File: src/rtl/fvg_pkg.sv
// types and constants shared by the fat volume geometry block
`default_nettype none

package fvg_pkg;

    typedef logic [1:0] fvg_status_t;

    localparam fvg_status_t ST_OK          = 2'd0;
    localparam fvg_status_t ST_BAD_SECTOR  = 2'd1;
    localparam fvg_status_t ST_BAD_CLUSTER = 2'd2;
    localparam fvg_status_t ST_ZERO_TOTAL  = 2'd3;

    localparam logic [15:0] SECTOR_512  = 16'd512;
    localparam logic [15:0] SECTOR_1024 = 16'd1024;
    localparam logic [15:0] SECTOR_2048 = 16'd2048;
    localparam logic [15:0] SECTOR_4096 = 16'd4096;

    // smallest sector size is 2^9 bytes
    localparam logic [3:0]  SECTOR_SHIFT_BASE = 4'd9;
    // a directory slot is 32 bytes, so the slot count shifts left by 5
    localparam int          DIR_SLOT_SHIFT    = 5;
    localparam logic [31:0] FAT12_LIMIT       = 32'd4085;

    typedef struct packed {
        logic [15:0] sector_bytes;
        logic [7:0]  cluster_sectors;
        logic [15:0] reserved_count;
        logic [7:0]  fat_copies;
        logic [15:0] root_slots;
        logic [15:0] small_total;
        logic [31:0] large_total;
        logic [15:0] fat_sectors;
    } fvg_request_t;

    typedef struct packed {
        fvg_status_t status;
        logic        is_fat16;
        logic [31:0] cluster_total;
        logic [31:0] fat_start;
        logic [31:0] root_offset;
        logic [31:0] data_offset;
    } fvg_result_t;

endpackage

`default_nettype wire

File: src/rtl/fat_volume_geometry.sv
// fat volume geometry: bpb checks and layout offsets in a four stage pipeline
// done is the stage 4 valid bit; a taken request is registered through stages 1, 2, 3 and 4 before done
// throughput: one request per cycle; busy stays low as every stage moves each cycle
// sector and cluster sizes are powers of two, so all divides and scales are shifts
// the only multiplier is fat copies times fat sectors in the first stage
// reset clears the stage valid bits only; no result is pending after reset
`default_nettype none

module fat_volume_geometry
    import fvg_pkg::*;
(
    input  wire logic         clk,
    input  wire logic         rst_n,
    input  wire logic         start,
    output logic              busy,
    input  wire fvg_request_t request,
    output logic              done,
    output fvg_result_t       result
);

    // stage 1: checks, totals, fat area product, rounded root directory bytes
    logic        v1_reg;
    fvg_status_t st1_reg, st1_next;
    logic [1:0]  bsh1_reg, bsh1_next;
    logic [2:0]  csh1_reg, csh1_next;
    logic [31:0] total1_reg, total1_next;
    logic [15:0] rsv1_reg;
    logic [23:0] fat_area1_reg, fat_area1_next;
    logic [21:0] root_sum1_reg, root_sum1_next;

    // stage 2
    logic        v2_reg;
    fvg_status_t st2_reg;
    logic [1:0]  bsh2_reg;
    logic [2:0]  csh2_reg;
    logic [12:0] root_secs2_reg, root_secs2_next;
    logic [31:0] fat_off2_reg, fat_off2_next;
    logic [31:0] fat_bytes2_reg, fat_bytes2_next;
    logic [31:0] part2_reg, part2_next;

    // stage 3
    logic        v3_reg;
    fvg_status_t st3_reg;
    logic [2:0]  csh3_reg;
    logic [31:0] data_secs3_reg, data_secs3_next;
    logic [31:0] fat_off3_reg;
    logic [31:0] root_off3_reg, root_off3_next;
    logic [31:0] root_bytes3_reg, root_bytes3_next;

    // stage 4: output register
    logic        v4_reg;
    fvg_result_t result_reg, result_next;

    logic [15:0] bps;
    logic [7:0]  spc;
    logic        bps_ok;
    logic [3:0]  shamt2;
    logic [3:0]  shamt3;
    logic [31:0] clusters;

    assign bps = request.sector_bytes;
    assign spc = request.cluster_sectors;

    always_comb
    begin
        bps_ok = (bps == SECTOR_512) || (bps == SECTOR_1024) ||
                 (bps == SECTOR_2048) || (bps == SECTOR_4096);
        total1_next = (request.small_total != 16'd0) ?
                      {16'd0, request.small_total} : request.large_total;

        if (!bps_ok)
            st1_next = ST_BAD_SECTOR;
        else if (spc == 8'd0 || (spc & (spc - 8'd1)) != 8'd0)
            st1_next = ST_BAD_CLUSTER;
        else if (total1_next == 32'd0)
            st1_next = ST_ZERO_TOTAL;
        else
            st1_next = ST_OK;

        // log2 of one-hot sizes (the sector shift counts from 2^9); meaningless when the checks fail
        bsh1_next = {bps[12] | bps[11], bps[12] | bps[10]};
        csh1_next = {|spc[7:4],
                     spc[7] | spc[6] | spc[3] | spc[2],
                     spc[7] | spc[5] | spc[3] | spc[1]};

        fat_area1_next = {16'd0, request.fat_copies} * {8'd0, request.fat_sectors};
        root_sum1_next = ({6'd0, request.root_slots} << DIR_SLOT_SHIFT)
                       + {6'd0, bps} - 22'd1;
    end

    always_comb
    begin
        shamt2          = SECTOR_SHIFT_BASE + {2'd0, bsh1_reg};
        root_secs2_next = 13'(root_sum1_reg >> shamt2);
        fat_off2_next   = {16'd0, rsv1_reg} << shamt2;
        fat_bytes2_next = {8'd0, fat_area1_reg} << shamt2;
        part2_next      = total1_reg - {16'd0, rsv1_reg} - {8'd0, fat_area1_reg};
    end

    always_comb
    begin
        shamt3           = SECTOR_SHIFT_BASE + {2'd0, bsh2_reg};
        data_secs3_next  = part2_reg - {19'd0, root_secs2_reg};
        root_off3_next   = fat_off2_reg + fat_bytes2_reg;
        root_bytes3_next = {19'd0, root_secs2_reg} << shamt3;
    end

    always_comb
    begin
        clusters    = data_secs3_reg >> csh3_reg;
        result_next = '0;
        result_next.status = st3_reg;
        if (st3_reg == ST_OK)
        begin
            result_next.is_fat16      = (clusters >= FAT12_LIMIT);
            result_next.cluster_total = clusters;
            result_next.fat_start     = fat_off3_reg;
            result_next.root_offset   = root_off3_reg;
            result_next.data_offset   = root_off3_reg + root_bytes3_reg;
        end
    end

    always_ff @(posedge clk or negedge rst_n)
    begin
        if (!rst_n)
        begin
            v1_reg <= 1'b0;
            v2_reg <= 1'b0;
            v3_reg <= 1'b0;
            v4_reg <= 1'b0;
        end
        else
        begin
            v1_reg <= start && !busy;
            v2_reg <= v1_reg;
            v3_reg <= v2_reg;
            v4_reg <= v3_reg;
        end
    end

    always_ff @(posedge clk)
    begin
        st1_reg       <= st1_next;
        bsh1_reg      <= bsh1_next;
        csh1_reg      <= csh1_next;
        total1_reg    <= total1_next;
        rsv1_reg      <= request.reserved_count;
        fat_area1_reg <= fat_area1_next;
        root_sum1_reg <= root_sum1_next;

        st2_reg        <= st1_reg;
        bsh2_reg       <= bsh1_reg;
        csh2_reg       <= csh1_reg;
        root_secs2_reg <= root_secs2_next;
        fat_off2_reg   <= fat_off2_next;
        fat_bytes2_reg <= fat_bytes2_next;
        part2_reg      <= part2_next;

        st3_reg         <= st2_reg;
        csh3_reg        <= csh2_reg;
        data_secs3_reg  <= data_secs3_next;
        fat_off3_reg    <= fat_off2_reg;
        root_off3_reg   <= root_off3_next;
        root_bytes3_reg <= root_bytes3_next;

        result_reg <= result_next;
    end

    assign busy   = 1'b0;
    assign done   = v4_reg;
    assign result = result_reg;

endmodule

`default_nettype wire

File: config.mk
export PLATFORM = sky130hd
export DESIGN_NAME = fat_volume_geometry
export DESIGN_NICKNAME = d
export VERILOG_FILES = /design/src/rtl/fvg_pkg.sv /design/src/rtl/fat_volume_geometry.sv
export SDC_FILE = /design/constraint.sdc
export NUM_CORES = 1
export LEC_CHECK = 0
export BUFFER_PORTS_ARGS = -buffer_cell sky130_fd_sc_hd__buf_2
export CORE_MARGIN = 5
export CORE_UTILIZATION = 46
export CTS_BUF_LIST = sky130_fd_sc_hd__clkbuf_4 sky130_fd_sc_hd__clkbuf_8
export CTS_CLUSTER_DIAMETER = 120
export CTS_CLUSTER_SIZE = 8
export DETAILED_ROUTE_END_ITERATION = 16
export PLACE_DENSITY = 0.77
export SETUP_SLACK_MARGIN = 0.2
export SLEW_MARGIN = 5
export SYNTH_ARGS = -nofsm -noshare
export SYNTH_HDL_FRONTEND = slang
export SYNTH_SLANG_ARGS = --single-unit
File: constraint.sdc
create_clock -name clk -period 4.7 [get_ports clk]
set_clock_uncertainty 0.2 [all_clocks]
set_input_delay 0.47 -clock clk [delete_from_list [all_inputs] [get_ports clk]]
set_output_delay 0.47 -clock clk [all_outputs]
set_load 0.01 [all_outputs]
**Word-level counts from Yosys, hierarchy flattened**

Cells that the tools add are included.

- Register bits: 485
- Output and inout bits: 133
- Word-level logic and storage cells: 73

- Add/subtract/negate cells: 10
- Multiply operators: 1
- Magnitude comparators: 1
- Eq/ne operators: 4
- Shift-type cells: 5
- Multiplexer cells: 3
- Bitwise logic cells: 9
- Reductions and logical operators: 10

Operator list:

| operator | count |
|---|---|
| $add A32 B32 Y32 | 2 |
| $ge A32 B12 Y1 const B | 1 |
| $logic_not A32 Y1 | 1 |
| $mux W32 | 1 |
| $shl A13 B4 Y32 | 1 |
| $shl A16 B4 Y32 | 1 |
| $shl A24 B4 Y32 | 1 |
| $shr A32 B3 Y32 | 1 |
| $sub A32 B13 Y32 | 1 |
| $sub A32 B16 Y32 | 1 |
| $sub A32 B24 Y32 | 1 |
| $mul A8 B16 Y24 | 1 |
| $add A21 B16 Y22 | 1 |
| $shr A22 B4 Y13 | 1 |
| $sub A22 B1 Y22 const B | 1 |
| $eq A16 B10 Y1 const B | 1 |
| $eq A16 B11 Y1 const B | 1 |
| $eq A16 B12 Y1 const B | 1 |
| $eq A16 B13 Y1 const B | 1 |
| $reduce_bool A16 Y1 | 1 |
| $add A4 B2 Y4 const A | 2 |
| $and A8 B8 Y8 | 1 |
| $logic_not A8 Y1 | 1 |
| $or A1 B1 Y1 | 8 |
| 6 further kinds | 10 |

**Depth between registers and ports, before layout**

Gate-level depths: netlist (run 1).

- Word-level depth: 5
- Gate-level depth with buffers: 19
- Mapped depth without buffers: 18

**Least setup slack after synthesis (run 1)**

No wires, ideal clock.

- Path kind: input to register
- From: in request[87] (netlist bit)
- To: reg fat_area1_reg[20]
- Arrival: 4835 ps
- Required time: 4428 ps
- Setup slack: -407 ps
- Stages on the path: 18
- Buffers on the path: 1
- Cells stage by stage: clkbuf_1 > nand2_1 > fa_1 > fa_1 > inv_1 > fa_1 > inv_1 > fa_1 > inv_1 > ha_1 > or3_1 > nor2_1 > o21ai_0 > a41oi_1 > nor3_1 > or3_1 > a21oi_1 > xnor2_1

- Cells in the longest elaborated chain, start to end: 1

RTL lines:

| what | line | source |
|---|---|---|
| from (decl) | fat_volume_geometry.sv:16 | `input wire fvg_request_t request,` |
| $mul A8 B16 Y24 | fat_volume_geometry.sv:86 | `fat_area1_next = {16'd0, request.fat_copies} * {8'd0, request.fat_sectors};` |
| named net fat_area1_next[20] | fat_volume_geometry.sv:28 | `logic [23:0] fat_area1_reg, fat_area1_next;` |
| to (signal assigned) | fat_volume_geometry.sv:148 | `fat_area1_reg <= fat_area1_next;` |
| to (decl) | fat_volume_geometry.sv:28 |  |

The timed path passes the listed nets, and every way through them passes these cells.
A chain may end at the register's enable or synchronous reset.

**Worst setup path after layout (run 1)**

- From: in request[86] (netlist bit)
- To: reg fat_area1_reg[20]

Same word-level chain as after synthesis.

==> results.md, run 1 <==
* Vias in the first global route at 18.2k
* Site Rows at 81
* CP max stage delay at 0.58 ns
* Yosys warnings at 0
* Crit Path Category: primary input to register
* Number of synthesized flops with an enable pin at 0
* Area leader, netlist: dfxtp_1
* CP Max Fanout at 13
* Max reg flops at 106
* Reg clk slew, reported paths at 0.06 ns
* Crit end category: register
* TritonCTS Buffers at 56
* FF-to-FF setup slack at 0.82 ns
* DRC viols at 0
* Clk sinks at 406
* Most common cell after layout, fill and taps aside: dfxtp_1
* Cell repeated most along the worst path: fa_1
* Finished Core Util at 54.3%
* Final setup violation count at 0
* Total power at 0.0147 W
* Initial antenna violation count at 4
* Via/cell ratio at 5.17
* Prevailing post-synth register cell: dfxtp_1
* Detailed placer's ending HPWL at 46200 um
* I/O pin count at 264
* Final period utilization at 91.7%
* Net Sw Power at 0.00594 W
* Bufs on Longest Clock Path at 3
* Top post-synthesis cells by area: dfxtp_1 35%, ha_1 9.2%, fa_1 9.0%, and2_1 4.9%, inv_1 4.3%
* Maxcap violations at 0
* Post-Syn Instances at 2502
* Rel. slew slack at 24.9%
* Mapped Area at 0.0229 sq mm
* Starting Density at 46.7%
* Hold crit path type: primary input to register
* Endpoints failing hold at 0
* Global-route wire length before repair at 93000 um
* Sequential share of power at 32.5%
* Outcome: complete, no violations
* Final WL at 57800 um
* Clock root cell: clkbuf_8
* Syn-to-layout area delta at 16.3%
* Fin. max-slew vios at 0
* Fin crit period at 4.31 ns
* Post-synth cell types at 72
* Worst Path Required at 5.02 ns
* Worst-Skew Late Latency at 0.62 ns
* Critical Path AT at 4.62 ns
* Share of cells above drive strength 1 at 15.1%
* Internal power at 0.00880 W
* Comb power frac at 52.2%
* Peak Freq at 232 MHz
* Clk pwr share at 15.3%
* Register area share after synthesis at 35.5%
* Grt ovf at 0
* Die span in x at 233 um
* Wirelength per Cell at 16.4 um
* Worst-path cell chain: buf_2 > and2_1 > fa_1 > fa_1 > fa_1 > fa_1 > ha_1 > or3_1 > nor2_1 > o21ai_1 > a41oi_2 > nor3_2 > or3_1 > a21oi_2 > xnor2_1
* Post-CTS setup buffers at 0
* Mean Syn Cell Area at 9.17 sq um
* VDD IR max at 0.282 mV
* Sw frac at 40.3%
* Post-DRT Antenna Nets at 0
* Nets at 3248
* Pre-antenna DRT Iters at 6
* Fillers at 4400
* Die footprint at 0.0544 sq mm
* WP buf/inv at 1
* Starting DRT DRC Count at 1032
* Power density over the cells at 552 mW/mm^2
* Largest net degree at the start of global routing at 79
* Placer Congestion at 0.926
* RSZ-0062 raised after global routing: false
* Overall routing resource usage at 20.8%
* Most frequent cells in the layout: 400 x dfxtp_1, 261 x inv_1, 236 x buf_2
* Worst-margin pin slew at 1.13 ns
* DIE HEIGHT at 233 um
* Leak at 12.8 nW
* Share of the synthesized area in the top cell type at 35.1%
* Vias post-DR at 18.2k
* Synth Register Bits at 406
* CP max-delay cell: fa_1
* Core ar. at 0.0492 sq mm
* CP Launch Type: primary input
* Port Buffers at 237
* Top Family by Delay on Critical Path: adder cells
* CTS tree: done
* Max H-tree Level at 2
* Async set-or-reset flop fraction in the synthesized netlist at 0.985%
-- metrics by stage --
step	setup WS [ns]	cells	hold WS (ns)	TNS (ns)	cell area, sq um
3_5_place_dp	-0.256	3376	0.0774	-1.58	25100
3_3_place_gp	-0.144	3376	0.0699	-0.623	25100
2_1_floorplan	0.0453	2527	-0.0256	0	23200
4_1_cts	0.368	3514	0.0146	0	26700
6_report	0.392	3516	0.0629	0	26700
5_1_grt	0.206	3515	0.0509	0	26700
-- worst paths after layout --
| check | cells after the start | start | endpoint |
|---|---|---|---|
| setup / recovery | 15 | request[86] | fat_area1_reg[20] |
| hold / removal | 3 | request[0] | fat_area1_reg[0] |
| setup reg to reg | 11 | rsv1_reg[2] | part2_reg[28] |
| hold reg to reg | 0 | st2_reg[0] | st3_reg[0] |
| max in group asynchronous | 3 | rst_n | v1_reg |
| min in group asynchronous | 3 | rst_n | v2_reg |
-- worst register-to-register path, stage by stage, from the launching register on --
cell      delay [ns]
dfxtp_1         0.48
inv_1           0.10
fa_1            0.46
ha_1            0.37
nor2b_1         0.17
o31a_1          0.30
o311ai_2        0.38
nor2_1          0.10
or3_1           0.40
a221oi_2        0.42
o221ai_1        0.21
xnor2_1         0.16
-- synth_stat cells, drive strengths merged (5+ instances only) --
library cell	number
dfxtp	402
mux2	18
o31a	5
o21a	33
and2	180
nor4	22
a31oi	14
ha	168
or3	9
a211oi	18
and3	13
nor2b	21
mux2i	81
xor2	41
buf	42
o31ai	11
nor3	44
a21oi	135
fa	103
o21ai	135
o211ai	18
a21o	57
o21bai	20
inv	266
or2	5
nand3	26
nand2	204
xnor2	71
nand3b	5
nand4	15
a21boi	5
clkbuf	64
or4	9
nor2	141
mux4	16
o22ai	19
nand2b	17
-- cell type report --
cell class / instances / area (sq um) / share of cell area [%]
flip-flops and latches: 406 / 8150 / 30.5
diodes: 2 / 5.00 / 0.0188
repair buffers: 367 / 2350 / 8.83
well taps: 664 / 831 / 3.11
clock buffers: 59 / 800 / 3.00
multi-input cells: 1747 / 13500 / 50.6
clock inverters: 3 / 31.3 / 0.117
inverters: 268 / 1010 / 3.77
-- logic make-up (layout without fill, tap and decap cells) --
group                      after synthesis  count (layout)  share of synthesized area, %
AOI/OAI and AO/OA                      503             503                          13.6
xor gates and xnor gates               112             112                          4.28
adders and majority gates              272             272                          18.2
buffers and inverters                  374             697                          6.56
DFF                                    406             406                          35.5
muxes                                  115             115                          5.99
other                                    1              28                        0.0163
and+or+nand+nor                        719             719                          15.8
-- power groups by stage --
stage / Clock [W] / Combinational (W) / Sequential (W)
6_report: 0.00225 / 0.00770 / 0.00479
5_1_grt: 0.00248 / 0.00867 / 0.00488
4_1_cts: 0.00233 / 0.00764 / 0.00479
3_5_place_dp: 0 / 0.00754 / 0.00487
3_3_place_gp: 0 / 0.00735 / 0.00485
2_1_floorplan: 0 / 0.00578 / 0.00461
-- what timing repair did --
item	4_1_cts	5_1_grt
hold endpoints to repair	58	0
resized for setup	0	5
setup endpoints to repair	0	2
hold buffers	76	0
-- per-layer routing --
metal / wire (um) / vias to the layer above / GRT usage, % / share of wire [%]
li1: - / 9050 / - / -
met1: 25800 / 8532 / 28.0 / 45
met2: 27100 / 487 / 34.8 / 47
met3: 3290 / 106 / 3.33 / 5.7
met4: 1650 / 2 / 6.15 / 2.9
met5: 13 / - / 0 / 0.022
(Power assumes the default switching activity.)
==> inputs of run 2 (changes only) <==
ABC_AREA = 1   (was default)
clock period = 4.1 ns   (was 4.7 ns; I/O delays follow)
==> results.md, run 2 <==
* Outcome: complete, no violations (unchanged)
* Placer Congestion at 0.980 (was 0.926)
* Worst Path Required at 4.43 ns (was 5.02 ns)
* Overall routing resource usage at 22.0% (was 20.8%)
* Final setup violation count at 0 (unchanged)
* Site Rows at 85 (was 81)
* CTS tree: done (unchanged)
* Largest net degree at the start of global routing at 89 (was 79)
* Yosys warnings at 0 (unchanged)
* Register area share after synthesis at 32.8% (was 35.5%)
* TritonCTS Buffers at 56 (unchanged)
* Sequential share of power at 29.6% (was 32.5%)
* Top post-synthesis cells by area: dfxtp_1 32%, nand2_1 12%, inv_1 9.1%, ha_1 8.5%, fa_1 8.3% (was dfxtp_1 35%, ha_1 9.2%, fa_1 9.0%, and2_1 4.9%, inv_1 4.3%)
* Critical Path AT at 4.10 ns (was 4.62 ns)
* Met3 wire len at 4130 um (was 3290 um)
* Global-route wire length before repair at 108000 um (was 93000 um)
* Mapped Area at 0.0248 sq mm (was 0.0229 sq mm)
* Most common cell after layout, fill and taps aside: nand2_1 (was dfxtp_1)
* Die footprint at 0.0587 sq mm (was 0.0544 sq mm)
* VDD IR max at 0.328 mV (was 0.282 mV)
* Fillers at 5197 (was 4400)
* Worst r2r src: rsv1_reg[15] (was rsv1_reg[2])
* DRC viols at 0 (unchanged)
* Reg2Reg Depth at 11 (unchanged)
* Post-synth cell types at 54 (was 72)
* Area leader, netlist: dfxtp_1 (unchanged)
* R2R Path End: part2_reg[30] (was part2_reg[28])
* Share of the synthesized area in the top cell type at 32.4% (was 35.1%)
* Met1 wire length at 29200 um (was 25800 um)
* Port Buffers at 237 (unchanged)
* Net Sw Power at 0.00822 W (was 0.00594 W)
* Final period utilization at 91.8%
* Fin crit period at 3.76 ns
* Hold_ws at 0.0570 ns (was 0.0629 ns)
* Bufs on Longest Clock Path at 3 (unchanged)
* Worst setup margin at 0.337 ns (was 0.392 ns)
* RSZ-0062 raised after global routing: true (was false)
* Starting DRT DRC Count at 1370 (was 1032)
* Async set-or-reset flop fraction in the synthesized netlist at 0.985% (unchanged)
* Detailed placer's ending HPWL at 53300 um (was 46200 um)
* Crit end category: register (unchanged)
* Clk pwr share at 14.3% (was 15.3%)
* Critical path startpoint: request[87] (was request[86])
* Prevailing post-synth register cell: dfxtp_1 (unchanged)
* Synth cell count leaders: 788 x nand2_1, 601 x inv_1, 402 x dfxtp_1, 303 x nor2_1, 209 x o21ai_0 (was 402 x dfxtp_1, 263 x inv_1, 203 x nand2_1, 180 x and2_1, 168 x ha_1)
* Clock root cell: clkbuf_8 (unchanged)
* Starting Density at 46.3% (was 46.7%)
* Rel. slew slack at 27.1% (was 24.9%)
* Grt ovf at 0 (unchanged)
* Crit path to: fat_area1_reg[22] (was fat_area1_reg[20])
* Most frequent cells in the layout: 776 x nand2_1, 595 x inv_1, 401 x dfxtp_1 (was 400 x dfxtp_1, 261 x inv_1, 236 x buf_2)
* Share of cells above drive strength 1 at 12.4% (was 15.1%)
* Pre-antenna DRT Iters at 6 (unchanged)
* Synth Register Bits at 406 (unchanged)
* Final WL at 66100 um (was 57800 um)
* Internal power at 0.0102 W (was 0.00880 W)
* Vias in the first global route at 21.3k (was 18.2k)
* Fin. max-slew vios at 0 (unchanged)
* Nets at 4164 (was 3248)
* CP Max Fanout at 13 (unchanged)
* Initial antenna violation count at 7 (was 4)
* Max H-tree Level at 2 (unchanged)
* Peak Freq at 266 MHz
* WP buf/inv at 7 (was 1)
* Hold crit path type: primary input to register (unchanged)
* Post-DP Area at 0.0273 sq mm (was 0.0251 sq mm)
* Worst-margin pin slew at 1.09 ns (was 1.13 ns)
* Multi-input logic area at 0.0142 sq mm (was 0.0135 sq mm)
* Number of synthesized flops with an enable pin at 0 (unchanged)
* CP Launch Type: primary input (unchanged)
* Final instance area at 0.0290 sq mm (was 0.0267 sq mm)
* CP max stage delay at 0.54 ns (was 0.58 ns)
* FF-to-FF setup slack at 1.19 ns (was 0.82 ns)
* Worst-path cell chain: clkbuf_4 > nand2_1 > inv_1 > fa_1 > inv_1 > fa_1 > inv_1 > fa_1 > inv_1 > fa_1 > inv_2 > ha_4 > buf_4 > nand2_2 > nor2_2 > and2_4 > nand4_1 > nand3_1 > xor2_1 (was buf_2 > and2_1 > fa_1 > fa_1 > fa_1 > fa_1 > ha_1 > or3_1 > nor2_1 > o21ai_1 > a41oi_2 > nor3_2 > or3_1 > a21oi_2 > xnor2_1)
* Wirelength per Cell at 14.8 um (was 16.4 um)
* Top-count cell post-synth: nand2_1 (was dfxtp_1)
* Sw frac at 44.5% (was 40.3%)
* Vias post-DR at 22.0k (was 18.2k)
* Syn-to-layout area delta at 16.8% (was 16.3%)
* Maxcap violations at 0 (unchanged)
* Via/cell ratio at 4.94 (was 5.17)
* Met2 wire length at 30800 um (was 27100 um)
* Dpl ws at -0.393 ns (was -0.256 ns)
* Reg clk slew, reported paths at 0.06 ns (about the same)
* Mean Syn Cell Area at 7.28 sq um (was 9.17 sq um)
* WP depth at 19 (was 15)
* Crit Path Category: primary input to register (unchanged)
* Max reg flops at 106 (unchanged)
* Top Family by Delay on Critical Path: adder cells (unchanged)
* Post-Syn Instances at 3408 (was 2502)
* Post-DRT Antenna Nets at 0 (unchanged)
* I/O pin count at 264 (unchanged)
* CP max-delay cell: fa_1 (unchanged)
* Comb power frac at 56.1% (was 52.2%)
* Endpoints failing hold at 0 (unchanged)
* Power density over the cells at 637 mW/mm^2 (was 552 mW/mm^2)
* Top routing layer used: met5 (unchanged)
* Clk sinks at 406 (unchanged)
* Worst-Skew Late Latency at 0.63 ns (was 0.62 ns)
* FF+latch area at 0.00815 sq mm (about the same)
* Core ar. at 0.0536 sq mm (was 0.0492 sq mm)
* DIE HEIGHT at 242 um (was 233 um)
* Die span in x at 242 um (was 233 um)
* Leak at 15.5 nW (was 12.8 nW)
[run 2: cell count changes after synthesis, moves of 21 or more]
cell	delta
nand3_1	+135
xor2_1	+26
a21o_1	-38
mux2i_1	-46
o21ai_0	+74
a21oi_1	+33
nand2_1	+585
xnor2_1	-43
nor2b_1	-21
inv_1	+338
o21a_1	-26
and2_1	-176
nor2_1	+163
[run 2: tightest hold or removal path, cell delays in order]
cell    delay (ns)
buf_2         0.09
ha_1          0.22
xor2_1        0.10
[run 2: power by group through the flow]
stage                     Sequential [W]  Clock [W]  Combinational, W
after floorplan                  0.00527          0           0.00749
after global placement           0.00554          0           0.00997
after detailed placement         0.00555          0            0.0101
after CTS                        0.00547    0.00272            0.0102
after global routing             0.00555    0.00290            0.0117
final                            0.00547    0.00263            0.0104
[run 2: per-stage QoR]
step | setup TNS, ns | power [W] | utilization [%] | instances
3_3_place_gp | -3.04 | 0.0155 | 50.9 | 4319
3_5_place_dp | -4.31 | 0.0156 | 50.9 | 4319
2_1_floorplan | -0.501 | 0.0128 | - | 3433
5_1_grt | 0 | 0.0201 | 54.0 | 4461
6_report | 0 | 0.0185 | 54.0 | 4463
4_1_cts | 0 | 0.0184 | 53.9 | 4461
[run 2: final cells by class]
| type | instances | area share, % |
|---|---|---|
| multi-input cells | 2286 | 48.9 |
| flip-flops and latches | 406 | 28.1 |
| repair buffers | 404 | 9.21 |
| inverters | 608 | 7.88 |
| well taps | 696 | 3.01 |
| clock buffers | 59 | 2.78 |
| clock inverters | 2 | 0.0864 |
| diodes | 2 | 0.0173 |
[run 2: timing repair]
action                     4_1_cts  5_1_grt
hold endpoints to repair        62        0
buffers inserted                 0        0
setup endpoints to repair        0        7
hold buffers                    81        0
gates resized for setup          0       14
[run 2: cells by family after synthesis]
family / synth area share, %
AO/OA/AOI/OAI: 11.5
XOR/XNOR: 3.35
adder cells (fa/ha/maj): 16.8
flip-flops: 32.8
AND/OR/NAND/NOR: 22.3
multiplexers: 1.41
other: 0.0151
buffers and inverters: 11.8
[run 2: how the worst min path moves through the flow]
stage | cells past startpoint | from | to | slack [ns]
floorplan | 0 | rst_n | done | -0.09
global placement | 1 | rst_n | done | 0.01
detailed placement | 1 | rst_n | done | 0.02
CTS | 3 | request[76] | root_sum1_reg[18] | 0.005
global route | 3 | request[76] | root_sum1_reg[18] | 0.04
finish | 3 | request[76] | root_sum1_reg[18] | 0.06
[run 2: layer usage]
metal	up-vias	GRT usage, %
li1	11300	-
met1	9954	28.8
met2	642	37.7
met3	122	3.51
met4	8	6.29
met5	-	0
